File: config.mk
export PLATFORM = sky130hd
export DESIGN_NAME = glos_ctrl
export DESIGN_NICKNAME = d
export VERILOG_FILES = /design/src/rtl/glos_pkg.sv /design/src/rtl/glos_ctrl.sv
export SDC_FILE = /design/constraint.sdc
export NUM_CORES = 1
export LEC_CHECK = 0
export ABC_AREA = 0
export CORE_AREA = 2 2 39 41
export DETAILED_ROUTE_END_ITERATION = 8
export DIE_AREA = 0 0 41 43
export DONT_BUFFER_PORTS = 1
export GPL_TIMING_DRIVEN = 1
export PLACE_DENSITY = 0.62
export SLEW_MARGIN = 5
export SYNTH_ARGS = -nofsm -noshare
export SYNTH_HDL_FRONTEND = slang
export SYNTH_SLANG_ARGS = --single-unit
File: constraint.sdc
create_clock -name clk -period 2.98 [get_ports clk]
set_input_delay 0.298 -clock clk [delete_from_list [all_inputs] [get_ports clk]]
set_output_delay 0.298 -clock clk [all_outputs]
set_load 0.005 [all_outputs]
File: src/rtl/glos_pkg.sv
package glos_pkg;

    // Default grid size
    localparam int MAX_COLS_DEF = 256;
    localparam int MAX_ROWS_DEF = 256;

    // Field widths
    localparam int COORD_W   = 16;
    localparam int DIM_W     = 9;
    localparam int OP_W      = 2;
    localparam int CFG_IDX_W = 1;

    // Line tracer widths: absolute deltas, doubled deltas, error term,
    // and coordinates that carry a rectangle offset.
    localparam int DELTA_W  = 16;
    localparam int DD_W     = 17;
    localparam int ERR_W    = 20;
    localparam int FCOORD_W = 18;

    // Operation codes
    localparam logic [OP_W-1:0] OP_WRITE = 2'd0;
    localparam logic [OP_W-1:0] OP_FILL  = 2'd1;
    localparam logic [OP_W-1:0] OP_QUERY = 2'd2;

    // Configuration register indexes
    localparam logic [CFG_IDX_W-1:0] CFG_MAP_WIDTH  = 1'd0;
    localparam logic [CFG_IDX_W-1:0] CFG_MAP_HEIGHT = 1'd1;

    localparam logic [DIM_W-1:0] MAP_DIM_RESET = 9'd256;

    typedef enum logic [3:0] {
        S_CLEAR,
        S_IDLE,
        S_DECODE,
        S_WRITE,
        S_FILL,
        S_SETUP,
        S_STEP,
        S_MINOR,
        S_PRB_C,
        S_PRB_R,
        S_PRB_M,
        S_CHECK
    } state_t;

    // Which cell the shared address unit looks at
    typedef enum logic [1:0] {
        SEL_MAIN,
        SEL_SIDE_C,
        SEL_SIDE_R,
        SEL_FILL
    } cell_sel_t;

    typedef struct packed {
        logic      load;
        logic      setup;
        logic      probe;
        logic      write;
        logic      clear_wr;
        logic      fill_adv;
        logic      step;
        logic      minor;
        logic      end_step;
        logic      res_clear;
        logic      res_hit;
        cell_sel_t sel;
    } dp_cmd_t;

    typedef struct packed {
        logic [OP_W-1:0] op;
        logic            fill_empty;
        logic            fill_last;
        logic            clr_last;
        logic            cnt_zero;
        logic            diag;
        logic            need_c;
        logic            need_r;
        logic            hit_now;
    } dp_status_t;

endpackage

File: src/rtl/glos_ctrl.sv
module glos_ctrl (
    input  logic                 clk,
    input  logic                 rst_n,
    input  logic                 start,
    input  glos_pkg::dp_status_t status,
    output glos_pkg::dp_cmd_t    cmd,
    output logic                 busy,
    output logic                 done
);

    glos_pkg::state_t state_reg;
    glos_pkg::state_t state_next;
    logic             done_reg;
    logic             done_next;

    // State and result strobe registers
    always_ff @(posedge clk or negedge rst_n)
    begin
        if (!rst_n)
        begin
            state_reg <= glos_pkg::S_CLEAR;
            done_reg  <= 1'b0;
        end
        else
        begin
            state_reg <= state_next;
            done_reg  <= done_next;
        end
    end

    // Next state and datapath commands
    always_comb
    begin
        cmd        = '0;
        cmd.sel    = glos_pkg::SEL_MAIN;
        state_next = state_reg;
        done_next  = 1'b0;

        unique case (state_reg)
            glos_pkg::S_CLEAR:
            begin
                cmd.clear_wr = 1'b1;
                if (status.clr_last)
                begin
                    state_next = glos_pkg::S_IDLE;
                end
            end

            glos_pkg::S_IDLE:
            begin
                if (start)
                begin
                    cmd.load   = 1'b1;
                    state_next = glos_pkg::S_DECODE;
                end
            end

            glos_pkg::S_DECODE:
            begin
                unique case (status.op)
                    glos_pkg::OP_WRITE:
                    begin
                        state_next = glos_pkg::S_WRITE;
                    end
                    glos_pkg::OP_FILL:
                    begin
                        if (status.fill_empty)
                        begin
                            cmd.res_clear = 1'b1;
                            done_next     = 1'b1;
                            state_next    = glos_pkg::S_IDLE;
                        end
                        else
                        begin
                            state_next = glos_pkg::S_FILL;
                        end
                    end
                    glos_pkg::OP_QUERY:
                    begin
                        state_next = glos_pkg::S_SETUP;
                    end
                    default:
                    begin
                        cmd.res_clear = 1'b1;
                        done_next     = 1'b1;
                        state_next    = glos_pkg::S_IDLE;
                    end
                endcase
            end

            glos_pkg::S_WRITE:
            begin
                cmd.write     = 1'b1;
                cmd.sel       = glos_pkg::SEL_MAIN;
                cmd.res_clear = 1'b1;
                done_next     = 1'b1;
                state_next    = glos_pkg::S_IDLE;
            end

            glos_pkg::S_FILL:
            begin
                cmd.write    = 1'b1;
                cmd.sel      = glos_pkg::SEL_FILL;
                cmd.fill_adv = 1'b1;
                if (status.fill_last)
                begin
                    cmd.res_clear = 1'b1;
                    done_next     = 1'b1;
                    state_next    = glos_pkg::S_IDLE;
                end
            end

            // Deltas and error term; the start cell is tested here.
            glos_pkg::S_SETUP:
            begin
                cmd.setup  = 1'b1;
                cmd.probe  = 1'b1;
                cmd.sel    = glos_pkg::SEL_MAIN;
                state_next = glos_pkg::S_STEP;
            end

            glos_pkg::S_STEP:
            begin
                if (status.cnt_zero)
                begin
                    cmd.res_clear = 1'b1;
                    done_next     = 1'b1;
                    state_next    = glos_pkg::S_IDLE;
                end
                else
                begin
                    cmd.step   = 1'b1;
                    state_next = glos_pkg::S_MINOR;
                end
            end

            glos_pkg::S_MINOR:
            begin
                cmd.minor = 1'b1;
                if (status.diag)
                begin
                    state_next = glos_pkg::S_PRB_C;
                end
                else
                begin
                    state_next = glos_pkg::S_PRB_M;
                end
            end

            glos_pkg::S_PRB_C:
            begin
                cmd.probe  = status.need_c;
                cmd.sel    = glos_pkg::SEL_SIDE_C;
                state_next = glos_pkg::S_PRB_R;
            end

            glos_pkg::S_PRB_R:
            begin
                cmd.probe  = status.need_r;
                cmd.sel    = glos_pkg::SEL_SIDE_R;
                state_next = glos_pkg::S_PRB_M;
            end

            glos_pkg::S_PRB_M:
            begin
                cmd.probe  = 1'b1;
                cmd.sel    = glos_pkg::SEL_MAIN;
                state_next = glos_pkg::S_CHECK;
            end

            glos_pkg::S_CHECK:
            begin
                if (status.hit_now)
                begin
                    cmd.res_hit = 1'b1;
                    done_next   = 1'b1;
                    state_next  = glos_pkg::S_IDLE;
                end
                else
                begin
                    cmd.end_step = 1'b1;
                    state_next   = glos_pkg::S_STEP;
                end
            end

            default:
            begin
                state_next = glos_pkg::S_IDLE;
            end
        endcase
    end

    assign busy = (state_reg != glos_pkg::S_IDLE);
    assign done = done_reg;

endmodule

* Word-level counts from Yosys, hierarchy flattened *
Index checks and enable logic that the tools add are counted.
Widths: inputs -> output; s select.

word-level totals
  latch bits = 0
  register bits after elaboration = 5
  bits in writable memories = 0
  bits of input ports = 13
  memories = 0
  bits in read-only memories = 0
  word-level logic and storage cells = 55
  output and inout bits = 15

cells by class
  mux-type cells = 30
  $lt $le $gt $ge = 0
  $add $sub $neg = 0
  equal/unequal tests = 17
  reductions and logical operators = 6
  shift operators = 0
  multipliers = 0
  bitwise logic cells = 0
  divide/modulo/power cells = 0

operators with widths
  cell                number
  $pmux 4 s11         1
  $eq 4x3->1 const B  4
  $eq 4x4->1 const B  4
  $mux 1              16
  $mux 4              3
  $pmux 4 s3          1
  $mux 3              3
  $eq 4x2->1 const B  2
  $ne 2x2->1 const B  3
  $pmux 2 s3          1
  $reduce_or 2->1     3
  $pmux 1 s5          1
  $eq 4x1->1 const B  1
  $logic_not 4->1     1
  $ne 4x1->1 const B  1
  $pmux 1 s4          1
  $pmux 1 s3          1
  $reduce_and 3->1    1
  $eq 2x1->1 const B  1
  $eq 2x2->1 const B  1
  $logic_not 2->1     1
  $mux 2              1
  $pmux 1 s2          1

* Depth between registers and ports, before layout *
  depth in word-level cells = 4
  depth in mapped cells = 5
  gate-level depth less buffers = 4

* Worst setup path after synthesis *
Ideal clock, no wire load.

  path type = register to output
  start point = register state_reg[3]
  end point = output port cmd[3] (netlist bit)
  required time = 2.682 ns
  arrival time = 1.169 ns
  cell stages (with the launch flop) = 4
  buffers on the path = 0
  path slack = 1.513 ns
  cell sequence = dfrtp_1 -> or4b_4 -> nor2_1 -> a221o_1

RTL lines
  element                 line             text
  from (decl)             glos_ctrl.sv:11  glos_pkg::state_t state_reg;
  from (signal assigned)  glos_ctrl.sv:21  state_reg <= glos_pkg::S_CLEAR;
  from (signal assigned)  glos_ctrl.sv:26  state_reg <= state_next;
  to (decl)               glos_ctrl.sv:6   output glos_pkg::dp_cmd_t cmd,

==> flow_summary.ini <==
[floorplanning]
io_pins = 28
num_rows = 14
die_x_um = 41
start_util = 0.395
design.core.area_sq_um = 1380
dieArea_sq_um = 1760
die_h_um = 43

[pwr]
irDropWorstVdd_mv = 0.424
powerDensity_nw_per_um2 = 984
p_leak_nw = 0.250

[synth]
synth.distinct_cells = 31
synth.area.top_cells = dfrtp_1 23%, nor2_1 7.6%, a21oi_1 5.5%
synth_nets = 94
syn_area_per_cell_sq_um = 6.75
yosysWarningCount = 0
yosys.area.top_type_share = 0.229
synth_area_leader_cell = dfrtp_1
ys_ff_latch = 5
syn_inst = 81
yosys_most_used_dff = dfrtp_1
synth-seq-area-share = 0.229
synthArstFlopShare = 1.00
synth_edf_count = 0
netlist_area_sq_um = 547

[drt]
via_count = 571
drc = 0
vias_per_cell = 5.95
wl_per_cell_um = 14.3
drtIter0Drc = 15
first_pass_iters = 4
drt.antenna.violating_nets = 0
wirelength_um = 1370

[worst_setup_path]
cp_top_family = simple AND/OR/NAND/NOR gates
r2r-end = done
cp.arrival_ns = 1.78
cp.required_ns = 2.68
cpPeakStageDelay_ns = 0.64
cp-start-kind = flop
reg2regPathDepth = 4
r2r_start = state_reg[0]
regToRegSetupSlack_ns = 1.25
worst-path-buf-inv = 0
critPathCaptureType = output port
crit_fanout = 23
path_cells = or4b_4 > nor2_1 > a221o_1
path_class = reg2out
slowest_stage = or4b_4

[finish]
area_growth_pct = 5.72
final_nets = 94
mostFrequentLayoutCell = nor2_1
n_antenna_cell = 0
num-fill-cells = 153
final_cell_mix = 11 x nor2_1, 6 x a21oi_1, 6 x o21ai_0
post-route-util = 0.418
final_cell_area_sq_um = 578
final_layout_size_suffix_gt1_frac = 0.100
final_cells = 96
largest_reg_flops = 4

[sta]
slew_violations = 0
fmax_mhz = 482
fin_crit_ns = 2.08
post-route-period-util = 0.697
rsz0062_at_grt = no
worst_pin_slew_ns = 0.610
finalSetupViolations = 0
timing.hold.ws_ns = 0.276
tns_ns = 0
finalClockSkew_ns = 0.0122
hold_viol_final = 0
relSlewSlack = 0.594

[clock_tree]
numCtsBuffers = 3
path_clk_slew_ns = 0.06
clk_path_buf_depth = 2
cts.sinks = 5
htree_levels = 1
cts_tree = done
cts_root_buf = clkbuf_4
clkLatencyLatePin_ns = 0.26

[placement]
io_buffers = 0
dp_hpwl_um = 993
globalplace.congestion = 0.755
placed_cell_area_sq_um = 541
dp.cells = 91

[grt]
grt_usage = 0.179
grt_max_degree = 24
overflow = 0
grt_pass1_wl_um = 2130
grt_pass1_vias = 505
grt_antenna_before_repair = 0

[worst_hold_path]
hold_class = in2reg
min_to = state_reg[2]
hp-start = status[9]
min_path_cells = 2

[job]
max_cap_viol_count = 0

[outcome]
status = complete, no violations
[layer usage]
metal,vias to the layer above,wire (um),track usage
li1,290,-,-
met1,250,622,0.255
met2,26,603,0.225
met3,5,112,0.0471
met4,0,35,0.120
met5,-,0,0
[cell usage after synthesis, types with 3 or more instances]
cell / count
nor2_1: 11
a21oi_1: 6
o21ai_0: 6
dfrtp_1: 5
nand2_1: 5
nor3_1: 5
inv_1: 4
o21ai_1: 4
buf_2: 3
clkbuf_1: 3
nand3_1: 3
nor2b_1: 3
[power breakdown]
group	internal, mW	switching, mW	leakage [nW]
sequential	0.0952	0.103	0.0658
clock	0.0491	0.0367	0.0177
combinational	0.133	0.151	0.166
total	0.278	0.291	0.250
[worst max path at each step]
stage	start	slack [ns]	cells after the start	to
finish	state_reg[0]	0.90	3	cmd[3]
global route	state_reg[2]	0.78	3	cmd[3]
CTS	state_reg[0]	0.90	3	cmd[3]
detailed placement	state_reg[0]	1.18	3	cmd[3]
global placement	state_reg[0]	1.22	3	cmd[3]
floorplan	state_reg[3]	1.51	3	cmd[3]
[per-stage QoR]
| step | setup slack, ns | power, mW |
|---|---|---|
| 2_1_floorplan | 1.51 | 0.436 |
| 3_3_place_gp | 1.22 | 0.478 |
| 3_5_place_dp | 1.18 | 0.480 |
| 4_1_cts | 0.900 | 0.569 |
| 5_1_grt | 0.777 | 0.625 |
| 6_report | 0.904 | 0.569 |
[layout make-up]
| type | instances | area (sq um) | share of cell area |
|---|---|---|---|
| Clock buffer | 3 | 22.5 | 0.0390 |
| Clock inverter | 1 | 5.00 | 0.00866 |
| Inverter | 5 | 18.8 | 0.0325 |
| Multi-Input combinational cell | 65 | 377 | 0.652 |
| Sequential cell | 5 | 125 | 0.216 |
| Tap cell | 16 | 20.0 | 0.0346 |
| Timing Repair Buffer | 1 | 10.0 | 0.0173 |
[cell families after synthesis]
logic type             Yosys count  synth area share
muxes                            1            0.0206
buffers and inverters           11            0.0824
and+or+nand+nor                 39             0.382
DFF                              5             0.229
AOI/OAI and AO/OA               25             0.286
[worst reg2reg max path, delay by kind of cell, from the launching register on]
family / cells / cell delay [ns]
DFF: 1 / 0.73
and+or+nand+nor: 2 / 0.41
AOI/OAI and AO/OA: 2 / 0.48
[timing repair]
action,in CTS,in global routing
hold buffers,1,0
gates resized for setup,0,0
endpoints found under the hold margin,5,0
buffers inserted,0,0
setup endpoints to repair,0,0
Note: power is estimated with default switching activity, not from simulation.
